[src/h3126_pkg.sv]
`timescale 1ns / 1ps
// ----------------------------------------------------------------------------
// h3126_pkg: shared types, constants and functions of the hamming 31/26 block
// operation codes, parity masks, syndrome decode table and parity helpers
// ----------------------------------------------------------------------------
package h3126_pkg;

  localparam int WORD_W = 32;
  localparam int PAR_W  = 5;
  localparam int IDX_W  = 6;

  typedef logic [WORD_W-1:0] word_t;
  typedef logic [PAR_W-1:0]  par_t;
  typedef logic [IDX_W-1:0]  data_idx_t;

  typedef enum logic {
    FUNC_ENCODE  = 1'b0,
    FUNC_CORRECT = 1'b1
  } func_t;

  localparam word_t DATA_MASK = 32'hffff_ffc0;

  // one mask per parity bit, parity bit k uses PAR_MASKS[k]
  localparam word_t PAR_MASKS [PAR_W] = '{
    32'hdab5_5540,
    32'hb66c_ccc0,
    32'h71e3_c3c0,
    32'h0fe0_3fc0,
    32'h001f_ffc0
  };

  // marks a syndrome that names no data bit (zero or a parity bit)
  localparam data_idx_t NO_DATA = 6'h3f;

  // highest word bit; data index i lives at word bit 31 - i
  localparam logic [PAR_W-1:0] BIT_IDX_MAX = 5'd31;

  localparam data_idx_t SYN_TO_DATA [2**PAR_W] = '{
    NO_DATA, NO_DATA, NO_DATA, 6'd0,  NO_DATA, 6'd1,  6'd2,  6'd3,
    NO_DATA, 6'd4,  6'd5,  6'd6,  6'd7,  6'd8,  6'd9,  6'd10,
    NO_DATA, 6'd11, 6'd12, 6'd13, 6'd14, 6'd15, 6'd16, 6'd17,
    6'd18, 6'd19, 6'd20, 6'd21, 6'd22, 6'd23, 6'd24, 6'd25
  };

  function automatic par_t calc_parity(input word_t w);
    par_t p;
    p = '0;
    for (int k = 0; k < PAR_W; k++) begin
      p[k] = ^(w & PAR_MASKS[k]);
    end
    return p;
  endfunction

  function automatic par_t calc_syndrome(input word_t w);
    return calc_parity(w) ^ w[PAR_W-1:0];
  endfunction

endpackage

[src/h3126_in_if.sv]
`timescale 1ns / 1ps
// ----------------------------------------------------------------------------
// h3126_in_if: input channel of the hamming 31/26 block
// valid/ready channel carrying the operation select and the 32-bit word
// ----------------------------------------------------------------------------
interface h3126_in_if;
  logic             valid;
  logic             ready;
  h3126_pkg::func_t func;
  h3126_pkg::word_t word;

  modport source (output valid, output func, output word, input ready);
  modport sink   (input valid, input func, input word, output ready);
endinterface

[src/h3126_out_if.sv]
`timescale 1ns / 1ps
// ----------------------------------------------------------------------------
// h3126_out_if: result channel of the hamming 31/26 block
// valid/ready channel carrying the result word and the error flags
// ----------------------------------------------------------------------------
interface h3126_out_if;
  logic             valid;
  logic             ready;
  h3126_pkg::word_t word_out;
  logic             error_found;
  logic             parity_bit_error;

  modport source (output valid, output word_out, output error_found,
                  output parity_bit_error, input ready);
  modport sink   (input valid, input word_out, input error_found,
                  input parity_bit_error, output ready);
endinterface

[src/hamming31_26_encode_correct.sv]
`timescale 1ns / 1ps
// ----------------------------------------------------------------------------
// hamming31_26_encode_correct: hamming (31,26) encoder and single-error fixer
// encodes a 32-bit memory word or checks and repairs a stored codeword
// ----------------------------------------------------------------------------
// One result per input transfer. A transfer lands in an input register, the
// parity/syndrome logic and the bit repair sit between that register and the
// result register, so an item's result is held in the result register until
// the result channel takes it, and a new item is taken every cycle while the
// result side keeps draining (one item per clock sustained).
// Input ready only drops while both registers hold items and the result side
// stalls. Encode (func 0) clears bits 5..0 and writes the five parity bits
// into bits 4..0. Correct (func 1) forms the syndrome: zero passes the word
// through; a single set bit flags a parity-bit error and leaves the word
// alone; anything else flips the data bit it names. Bit 5 is cleared on
// encode and passed through untouched on correct. No state is kept beyond
// the two pipeline registers.
module hamming31_26_encode_correct (
  input  logic        clk,
  input  logic        rst_n,
  h3126_in_if.sink    in_ch,
  h3126_out_if.source out_ch
);
  import h3126_pkg::*;

  // input register stage
  logic  s1_valid_r;
  func_t s1_func_r;
  word_t s1_word_r;

  // result register stage
  logic  out_valid_r;
  word_t out_word_r;
  logic  out_err_r;
  logic  out_perr_r;

  // next values computed from the input register
  word_t word_nxt;
  logic  err_nxt;
  logic  perr_nxt;

  // decode helpers
  par_t      par;
  par_t      syn;
  data_idx_t idx;
  word_t     flip_mask;

  logic in_xfer;
  logic s1_ready;
  logic s2_ready;

  // result register can take a new item when empty or being drained
  assign s2_ready = !out_valid_r || out_ch.ready;
  // input register can take a new item when empty or moving forward
  assign s1_ready = !s1_valid_r || s2_ready;
  assign in_xfer  = in_ch.valid && s1_ready;

  assign in_ch.ready = s1_ready;

  // ecc datapath between the two registers
  always_comb begin
    par       = calc_parity(s1_word_r);
    syn       = par ^ s1_word_r[PAR_W-1:0];
    idx       = SYN_TO_DATA[syn];
    // data index i sits at word bit 31 - i
    flip_mask = {{(WORD_W-1){1'b0}}, 1'b1} << (BIT_IDX_MAX - idx[PAR_W-1:0]);
    word_nxt  = s1_word_r;
    err_nxt   = 1'b0;
    perr_nxt  = 1'b0;
    unique case (s1_func_r)
      FUNC_ENCODE: begin
        // clear unused bit and parity field, then insert fresh parity
        word_nxt = (s1_word_r & DATA_MASK) | {{(WORD_W-PAR_W){1'b0}}, par};
      end
      FUNC_CORRECT: begin
        if (syn != '0) begin
          err_nxt = 1'b1;
          if (idx == NO_DATA) begin
            // syndrome names a parity bit, data is fine
            perr_nxt = 1'b1;
          end else begin
            word_nxt = s1_word_r ^ flip_mask;
          end
        end
      end
      default: begin
        word_nxt = s1_word_r;
      end
    endcase
  end

  // pipeline control
  always_ff @(posedge clk) begin
    if (!rst_n) begin
      s1_valid_r  <= 1'b0;
      out_valid_r <= 1'b0;
    end else begin
      if (s1_ready) begin
        s1_valid_r <= in_ch.valid;
      end
      if (s2_ready) begin
        out_valid_r <= s1_valid_r;
      end
    end
  end

  // payload registers, no reset needed
  always_ff @(posedge clk) begin
    if (in_xfer) begin
      s1_func_r <= in_ch.func;
      s1_word_r <= in_ch.word;
    end
    if (s1_valid_r && s2_ready) begin
      out_word_r <= word_nxt;
      out_err_r  <= err_nxt;
      out_perr_r <= perr_nxt;
    end
  end

  assign out_ch.valid            = out_valid_r;
  assign out_ch.word_out         = out_word_r;
  assign out_ch.error_found      = out_err_r;
  assign out_ch.parity_bit_error = out_perr_r;

endmodule

[src/flat_wrapper.sv]
// flat-port wrapper written by rule: the top's interface ports become plain ports
module hamming31_26_encode_correct_flat import h3126_pkg::*;
  (clk, rst_n, in_ch_valid, in_ch_func, in_ch_word, in_ch_ready, out_ch_valid, out_ch_word_out, out_ch_error_found, out_ch_parity_bit_error, out_ch_ready);
  h3126_in_if in_ch_i ();
  h3126_out_if out_ch_i ();
  input  logic clk;
  input  logic rst_n;
  input wire logic [$bits(in_ch_i.valid)-1:0] in_ch_valid;
  input wire logic [$bits(in_ch_i.func)-1:0] in_ch_func;
  input wire logic [$bits(in_ch_i.word)-1:0] in_ch_word;
  output wire logic [$bits(in_ch_i.ready)-1:0] in_ch_ready;
  output wire logic [$bits(out_ch_i.valid)-1:0] out_ch_valid;
  output wire logic [$bits(out_ch_i.word_out)-1:0] out_ch_word_out;
  output wire logic [$bits(out_ch_i.error_found)-1:0] out_ch_error_found;
  output wire logic [$bits(out_ch_i.parity_bit_error)-1:0] out_ch_parity_bit_error;
  input wire logic [$bits(out_ch_i.ready)-1:0] out_ch_ready;
  assign in_ch_i.valid = in_ch_valid;
  assign in_ch_i.func = in_ch_func;
  assign in_ch_i.word = in_ch_word;
  assign in_ch_ready = in_ch_i.ready;
  assign out_ch_valid = out_ch_i.valid;
  assign out_ch_word_out = out_ch_i.word_out;
  assign out_ch_error_found = out_ch_i.error_found;
  assign out_ch_parity_bit_error = out_ch_i.parity_bit_error;
  assign out_ch_i.ready = out_ch_ready;
  hamming31_26_encode_correct u_core (.clk(clk), .rst_n(rst_n), .in_ch(in_ch_i), .out_ch(out_ch_i));
endmodule
[config.mk]
export PLATFORM = sky130hd
export DESIGN_NAME = hamming31_26_encode_correct_flat
export DESIGN_NICKNAME = d
export VERILOG_FILES = /design/src/h3126_pkg.sv /design/src/h3126_in_if.sv /design/src/h3126_out_if.sv /design/src/hamming31_26_encode_correct.sv /design/src/flat_wrapper.sv
export SDC_FILE = /design/constraint.sdc
export NUM_CORES = 1
export LEC_CHECK = 0
export ABC_AREA = 0
export BUFFER_PORTS_ARGS = -buffer_cell sky130_fd_sc_hd__buf_2
export CORE_ASPECT_RATIO = 2
export CORE_UTILIZATION = 30
export DETAILED_ROUTE_END_ITERATION = 7
export SYNTH_ARGS = -nofsm -noshare
export SYNTH_HDL_FRONTEND = slang
export SYNTH_SLANG_ARGS = --single-unit
[constraint.sdc]
create_clock -name clk -period 4.06 [get_ports clk]
set_input_delay 0.203 -clock clk [delete_from_list [all_inputs] [get_ports clk]]
set_output_delay 0.203 -clock clk [all_outputs]
set_load 0.01 [all_outputs]
== Word level (Yosys, flattened, before mapping) ==
Memory sizes are Yosys's and may differ from the RTL's.
Cells that the tools add are included.

* Memories: 1
* Logic and storage cells: 37
* Bits in read-only memories: 192
* Memory bits (writable): 0
* Flip-flop bits (word level): 69
* Latch bits: 0

{| class="wikitable"
|+ Memory list
! memory !! words !! bits a word !! rd ports !! clocked after Yosys merged registers in !! wr ports !! RTL line !! RTL
|-
| (no name shown) || 32 || 6 || 1 || 0 || 0 || hamming31_26_encode_correct.sv:64 || <nowiki>idx = SYN_TO_DATA[syn];</nowiki>
|}

* Reductions and logical operators: 13
* Mux-type cells: 7
* Bitwise gates (word level): 5
* Order comparisons: 1
* Add/sub/neg operators: 1
* Multiply operators: 0
* Equal/unequal tests: 1
* Shift-type cells: 1
* Div/mod/pow operators: 0

{| class="wikitable"
|+ Operator list
! kind !! number
|-
| $reduce_xor 32->1 || 5
|-
| $mux 32 || 2
|-
| $pmux 32 s2 || 1
|-
| $or 32x5->32 || 1
|-
| $shl 1x5->32 const A || 1
|-
| $xor 32x32->32 || 1
|-
| $mux 6 || 2
|-
| $eq 6x6->1 const B || 1
|-
| $ge 6x6->1 const B || 1
|-
| $not 5->6 || 1
|-
| $reduce_bool 5->1 || 1
|-
| $sub 5x5->5 const A || 1
|-
| $xor 5x5->5 || 1
|-
| $logic_and 1x1->1 || 2
|-
| $logic_not 1->1 || 2
|-
| $logic_or 1x1->1 || 2
|-
| $mux 1 || 2
|-
| $reduce_and 2->1 || 1
|-
| $not 1->1 || 1
|}

== Longest topological paths before layout ==
* Depth in word-level cells: 12
* Mapped depth: 14
* Gate-level depth less buffers: 13

== Least setup slack after synthesis ==
OpenSTA, ideal clock, no wires.

* Path kind: reg-to-reg
* Start: register u_core.s1_word_r[21]
* End: register u_core.out_word_r[1], in the netlist u_core.out_ch.word_out[1] (data pin)
* Data required time: 3.908 ns
* Cell stages (with the launch flop): 15
* Library setup time: 0.152 ns
* Setup slack: 0.196 ns
* Clock period less this slack: 3.864 ns
* Path buffers: 1
* Arrival: 3.713 ns
* Path through: edfxtp_1 -> xnor3_1 -> xnor2_1 -> xor3_1 -> xnor2_2 -> inv_1 -> ha_1 -> inv_1 -> nor3_2 -> o32a_4 -> nor3_4 -> or3b_1 -> buf_6 -> a21bo_1 -> a31oi_1

* Longest elaborated chain between the ends: 12

{| class="wikitable"
|+ RTL lines
! what !! RTL line !! RTL
|-
| start: declaration || hamming31_26_encode_correct.sv:29 || <nowiki>word_t s1_word_r;</nowiki>
|-
| start signal: assignment || hamming31_26_encode_correct.sv:111 || <nowiki>s1_word_r <= in_ch.word;</nowiki>
|-
| $reduce_xor 32->1 || h3126_pkg.sv:49 || <nowiki>p[k] = ^(w & PAR_MASKS[k]);</nowiki>
|-
| $xor 5x5->5 || hamming31_26_encode_correct.sv:63 || <nowiki>syn = par ^ s1_word_r[PAR_W-1:0];</nowiki>
|-
| $not 5->6 (not written as such) || hamming31_26_encode_correct.sv:64 ||
|-
| $mem_v2 32x6 || -- ||
|-
| $mux 6 (not written as such) (2 in a row) || hamming31_26_encode_correct.sv:64 ||
|-
| $sub 5x5->5 || hamming31_26_encode_correct.sv:66 || <nowiki>flip_mask = {{(WORD_W-1){1'b0}}, 1'b1} << (BIT_IDX_MAX - idx[PAR_W-1:0]);</nowiki>
|-
| $shl 1x5->32 || hamming31_26_encode_correct.sv:66 ||
|-
| $xor 32x32->32 || hamming31_26_encode_correct.sv:82 || <nowiki>word_nxt = s1_word_r ^ flip_mask;</nowiki>
|-
| $mux 32 || hamming31_26_encode_correct.sv:78 || <nowiki>if (idx == NO_DATA) begin</nowiki>
|-
| $mux 32 || hamming31_26_encode_correct.sv:76 || <nowiki>if (syn != '0) begin</nowiki>
|-
| $pmux 32 s2 * || hamming31_26_encode_correct.sv:70 || <nowiki>unique case (s1_func_r)</nowiki>
|-
| net u_core.word_nxt[1] || hamming31_26_encode_correct.sv:38 || <nowiki>word_t word_nxt;</nowiki>
|-
| end signal: assignment || hamming31_26_encode_correct.sv:114 || <nowiki>out_word_r <= word_nxt;</nowiki>
|-
| end: declaration || hamming31_26_encode_correct.sv:33 || <nowiki>word_t out_word_r;</nowiki>
|}

The timed path passes the listed nets; every way through them passes the cells marked *. The select of a mux whose other input is x is not followed.
A chain may end at the register's enable or synchronous reset.

== Final worst setup path ==
* Start: register u_core.s1_word_r[14]
* End: register u_core.out_word_r[2], in the netlist u_core.out_ch.word_out[2] (data pin)

Same word-level chain as after synthesis.

==> impl_results.html <==
<table>
<tr><th>Metric</th><th>Value</th></tr>
<tr><th colspan="2">Logic synthesis</th></tr>
<tr><td>Unique masters post-synth</td><td>56</td></tr>
<tr><td>Total of flip-flops plus latches after synthesis</td><td>approximately 70</td></tr>
<tr><td>Most used flip-flop cell after synthesis</td><td>sky130_fd_sc_hd__edfxtp_1</td></tr>
<tr><td>Average size of a mapped cell</td><td>13.4 sq um</td></tr>
<tr><td>Sequential element share of the synthesized area</td><td>a little over 50%</td></tr>
<tr><td>Count of synthesis-stage warnings from yosys</td><td>0</td></tr>
<tr><td>Post-synth EDFFs</td><td>67</td></tr>
<tr><td>Netlist area before placement</td><td>about 0.004 sq mm</td></tr>
<tr><td>Cell count after synthesis</td><td>between 200 and 300</td></tr>
<tr><td>Main area contributors after synthesis</td><td>sky130_fd_sc_hd__edfxtp_1 (51%), sky130_fd_sc_hd__xnor2_1 (6.8%), sky130_fd_sc_hd__xnor3_1 (6.2%), sky130_fd_sc_hd__xor2_1 (5.3%), sky130_fd_sc_hd__ha_1 (3.1%)</td></tr>
<tr><td>Nets in the synthesized netlist</td><td>343</td></tr>
<tr><td>Cell taking the most area after synthesis</td><td>sky130_fd_sc_hd__edfxtp_1</td></tr>
<tr><td>Top cell type's share of synthesized area</td><td>between 50% and 60%</td></tr>
<tr><td>Async set or reset register ratio after synthesis</td><td>0%</td></tr>
<tr><th colspan="2">CTS</th></tr>
<tr><td>Number of CTS-inserted buffers</td><td>9</td></tr>
<tr><td>Clock H-tree levels</td><td>3</td></tr>
<tr><td>Clock transition at path regs</td><td>~0.060 ns</td></tr>
<tr><td>Master cell of the clock root buffer</td><td>sky130_fd_sc_hd__clkbuf_16</td></tr>
<tr><td>Maximum count of clock buffers along a single path</td><td>2</td></tr>
<tr><td>Num Clock Sinks</td><td>just under 70</td></tr>
<tr><td>Clock tree from TritonCTS</td><td>done</td></tr>
<tr><td>Hold Buf Count CTS</td><td>0</td></tr>
<tr><td>Clk_lat worst skew</td><td>about 0.33 ns</td></tr>
<tr><th colspan="2">Timing</th></tr>
<tr><td>Post-layout minimum cycle time</td><td>between 3 and 4 ns</td></tr>
<tr><td>Final Hold Vio Count</td><td>0</td></tr>
<tr><td>RSZ-0062 raised after global routing</td><td>true</td></tr>
<tr><td>Crit path setup slack, layout</td><td>between 0.1 and 0.15 ns</td></tr>
<tr><td>Max-slew violation total from the final report</td><td>0</td></tr>
<tr><td>Final number of setup-violating endpoints</td><td>0</td></tr>
<tr><td>Worst Skew</td><td>0.00585 ns</td></tr>
<tr><td>Post-route clock period utilization</td><td>between 90% and 100%</td></tr>
<tr><td>Total negative slack</td><td>0 ns</td></tr>
<tr><td>Max-slew headroom</td><td>34.4%</td></tr>
<tr><td>Fmax</td><td>0.253 GHz</td></tr>
<tr><td>Worst slack on hold paths</td><td>0.0402 ns</td></tr>
<tr><td>Worst-Margin Slew</td><td>a little under 1 ns</td></tr>
<tr><th colspan="2">Final layout</th></tr>
<tr><td>Most common cell after layout, fill and taps aside</td><td>sky130_fd_sc_hd__buf_2</td></tr>
<tr><td>Final cell utilization of the core</td><td>roughly 40%</td></tr>
<tr><td>Final design area excluding fillers</td><td>between 0.005 and 0.006 sq mm</td></tr>
<tr><td>Post-layout net count</td><td>470</td></tr>
<tr><td>Cell Count, Final, Fillers Out</td><td>a little under 600</td></tr>
<tr><td>Fill count</td><td>roughly 1200</td></tr>
<tr><td>Area growth, synth to finish</td><td>31.8%</td></tr>
<tr><td>Diodes inserted</td><td>0</td></tr>
<tr><td>Share of layout cells above drive strength 1</td><td>40.2%</td></tr>
<tr><td>Highest-count cells in the layout ignoring fill and taps</td><td>sky130_fd_sc_hd__buf_2 (72), sky130_fd_sc_hd__edfxtp_1 (67), sky130_fd_sc_hd__buf_4 (47), sky130_fd_sc_hd__xnor2_1 (28), sky130_fd_sc_hd__nand2_1 (26)</td></tr>
<tr><th colspan="2">Hold path</th></tr>
<tr><td>Min-Delay Startpoint</td><td>in_ch_word[5]</td></tr>
<tr><td>HP Class</td><td>in -&gt; reg</td></tr>
<tr><td>Capture endpoint of the worst hold path</td><td>u_core.s1_word_r[5]</td></tr>
<tr><td>Number of cells on the worst hold path</td><td>1</td></tr>
<tr><th colspan="2">Placement</th></tr>
<tr><td>Post-Place Cell Area</td><td>between 0.004 and 0.005 sq mm</td></tr>
<tr><td>Worst setup timing slack at the placement stage</td><td>-0.112 ns</td></tr>
<tr><td>Number of placed instances, taps included</td><td>560</td></tr>
<tr><td>Routability cong.</td><td>between 0.8 and 0.9</td></tr>
<tr><td>Number of input and output port buffers inserted</td><td>72</td></tr>
<tr><td>Dpl hpwl</td><td>between 8000 and 9000 microns</td></tr>
<tr><th colspan="2">Worst setup path</th></tr>
<tr><td>Crit Path Max Fanout</td><td>5</td></tr>
<tr><td>Arr. time, crit path</td><td>between 4 and 5 ns</td></tr>
<tr><td>Category of the worst setup path launch point</td><td>register</td></tr>
<tr><td>Required arrival time at the worst endpoint</td><td>4.12 ns</td></tr>
<tr><td>Register-to-register path setup slack</td><td>between 0.1 and 0.15 ns</td></tr>
<tr><td>R2R Path Start</td><td>u_core.s1_word_r[14]</td></tr>
<tr><td>Reg2Reg Depth</td><td>16</td></tr>
<tr><td>Launching instance or port of the critical path</td><td>u_core.s1_word_r[14]</td></tr>
<tr><td>End of the worst register-to-register path</td><td>u_core.out_ch.word_out[2]</td></tr>
<tr><td>Critical setup path kind</td><td>reg -&gt; reg</td></tr>
<tr><td>Category of the worst setup path capture point</td><td>register</td></tr>
<tr><th colspan="2">Run</th></tr>
<tr><td>Max-cap violation count</td><td>0</td></tr>
<tr><th colspan="2">Power</th></tr>
<tr><td>Pwr/cell area</td><td>slightly above 900 mW/mm^2</td></tr>
<tr><td>Total chip power</td><td>between 4 and 5 mW</td></tr>
<tr><td>Largest voltage drop on the vdd net</td><td>0.357 mV</td></tr>
<tr><td>Standby leakage power</td><td>roughly 2.2 nW</td></tr>
<tr><th colspan="2">Floorplan</th></tr>
<tr><td>Placeable core area</td><td>approximately 0.013 sq mm</td></tr>
<tr><td>Effective utilization at floorplan</td><td>between 30% and 40%</td></tr>
<tr><td>Total die area</td><td>between 0.01 and 0.015 sq mm</td></tr>
<tr><td>Die span in x</td><td>about 83 microns</td></tr>
<tr><td>Number of rows in the core area</td><td>between 50 and 60</td></tr>
<tr><td>Top-Level Pins</td><td>between 70 and 80</td></tr>
<tr><td>Chip height</td><td>around 160 microns</td></tr>
<tr><th colspan="2">Global routing</th></tr>
<tr><td>Via count of the first global-routing pass</td><td>between 2000 and 3000</td></tr>
<tr><td>Pin count of the biggest net entering global routing</td><td>35</td></tr>
<tr><td>GRT Resource Usage Total</td><td>between 10% and 20%</td></tr>
<tr><td>Wire length of the first global-routing pass</td><td>15400 microns</td></tr>
<tr><td>Antenna violations before repair</td><td>0</td></tr>
<tr><td>Total congestion overflow</td><td>0</td></tr>
<tr><th colspan="2">Route</th></tr>
<tr><td>Post-DR vias/cell</td><td>4.72</td></tr>
<tr><td>Detailed-route wire length per cell</td><td>around 18 microns</td></tr>
<tr><td>Number of optimization iterations in the first detailed-route pass</td><td>4</td></tr>
<tr><td>Antenna-violating nets left</td><td>0</td></tr>
<tr><td>DR DRC count</td><td>0</td></tr>
<tr><td>Detailed router's first-iteration violation count</td><td>126</td></tr>
<tr><td>Total vias in the final route</td><td>2737</td></tr>
<tr><td>Routed wire length</td><td>10500 microns</td></tr>
<tr><th colspan="2">Status</th></tr>
<tr><td>Outcome</td><td>completed</td></tr>
</table>
==> metal layers <==
metal | track usage (%) | up-vias | wire length, microns
met5 | 0 | - | 0
met4 | 13.5 | 0 | 679
met3 | 2.70 | 40 | 240
met2 | 31.9 | 80 | 6410
met1 | 12.3 | 1305 | 3180
li1 | - | 1312 | -
==> cells by family after synthesis <==
group	count (synthesis)	share of synthesized area, %
flip-flops	69	51.6
AND/OR/NAND/NOR	82	10.5
XOR/XNOR	78	24.4
buffers and inverters	16	2.11
multiplexers	2	0.504
AO/OA/AOI/OAI	39	7.77
adder cells (fa/ha/maj)	10	3.15
==> layout make-up <==
type,count,area (sq um),share of cell area [%]
multi-input cells,211,1910,36.4
inverters,10,37.5,0.717
well taps,152,190,3.63
clock buffers,12,246,4.71
repair buffers,122,756,14.4
clock inverters,4,48.8,0.932
flip-flops and latches,69,2050,39.2
==> worst max-delay path by stage <==
stage,end,slack (ns),depth (start not counted)
after floorplan,u_core.out_ch.word_out[1],0.20,14
after global placement,u_core.out_ch.word_out[2],-0.08,15
after detailed placement,u_core.out_ch.word_out[1],-0.11,13
after CTS,u_core.out_ch.word_out[1],0.02,14
after global routing,u_core.out_ch.word_out[3],-0.03,15
final,u_core.out_ch.word_out[2],0.11,16
==> state kept, by name, summed over array words and instances, names as in the netlist <==
| register | flops |
|---|---|
| u_core.s1_word_r | 32 |
| u_core.out_ch.valid | 1 |
| u_core.out_ch.word_out | 32 |
| u_core.out_ch.error_found | 1 |
| u_core.s1_func_r | 1 |
| u_core.out_ch.parity_bit_error | 1 |
| u_core.s1_valid_r | 1 |
==> worst max-delay path: stages (launching register included) <==
cell                        delay (ns)
sky130_fd_sc_hd__edfxtp_1         0.51
sky130_fd_sc_hd__xnor2_2          0.23
sky130_fd_sc_hd__xnor3_1          0.43
sky130_fd_sc_hd__xnor3_2          0.46
sky130_fd_sc_hd__xnor2_2          0.18
sky130_fd_sc_hd__buf_6            0.14
sky130_fd_sc_hd__inv_2            0.04
sky130_fd_sc_hd__buf_4            0.15
sky130_fd_sc_hd__ha_1             0.21
sky130_fd_sc_hd__nor2_1           0.14
sky130_fd_sc_hd__a211oi_2         0.07
sky130_fd_sc_hd__o32a_4           0.25
sky130_fd_sc_hd__nor3_4           0.18
sky130_fd_sc_hd__buf_4            0.17
sky130_fd_sc_hd__o2111ai_1        0.18
sky130_fd_sc_hd__xor2_1           0.21
sky130_fd_sc_hd__a21oi_2          0.10
==> power breakdown <==
group          switching, mW  internal [mW]
Combinational           1.64           1.43
Sequential            0.0383          0.882
Clock                  0.284          0.491
==> synth_stat cells (3+ instances only) <==
master / count
sky130_fd_sc_hd__buf_6: 3
sky130_fd_sc_hd__edfxtp_1: 67
sky130_fd_sc_hd__xnor2_1: 31
sky130_fd_sc_hd__nand4_1: 4
sky130_fd_sc_hd__a31oi_1: 5
sky130_fd_sc_hd__xnor3_1: 11
sky130_fd_sc_hd__a21oi_1: 11
sky130_fd_sc_hd__inv_1: 8
sky130_fd_sc_hd__nand3_1: 4
sky130_fd_sc_hd__xor2_1: 24
sky130_fd_sc_hd__ha_1: 10
sky130_fd_sc_hd__o21ai_0: 5
sky130_fd_sc_hd__xnor2_2: 5
sky130_fd_sc_hd__nand2_1: 26
sky130_fd_sc_hd__nor2b_1: 4
sky130_fd_sc_hd__nor2_1: 26
==> timing repair <==
action,CTS,global route
setup buffers,1,3
gates resized for setup,2,13
endpoints found under the setup margin,16,20
pin swaps,1,5
(Power assumes the default switching activity.)
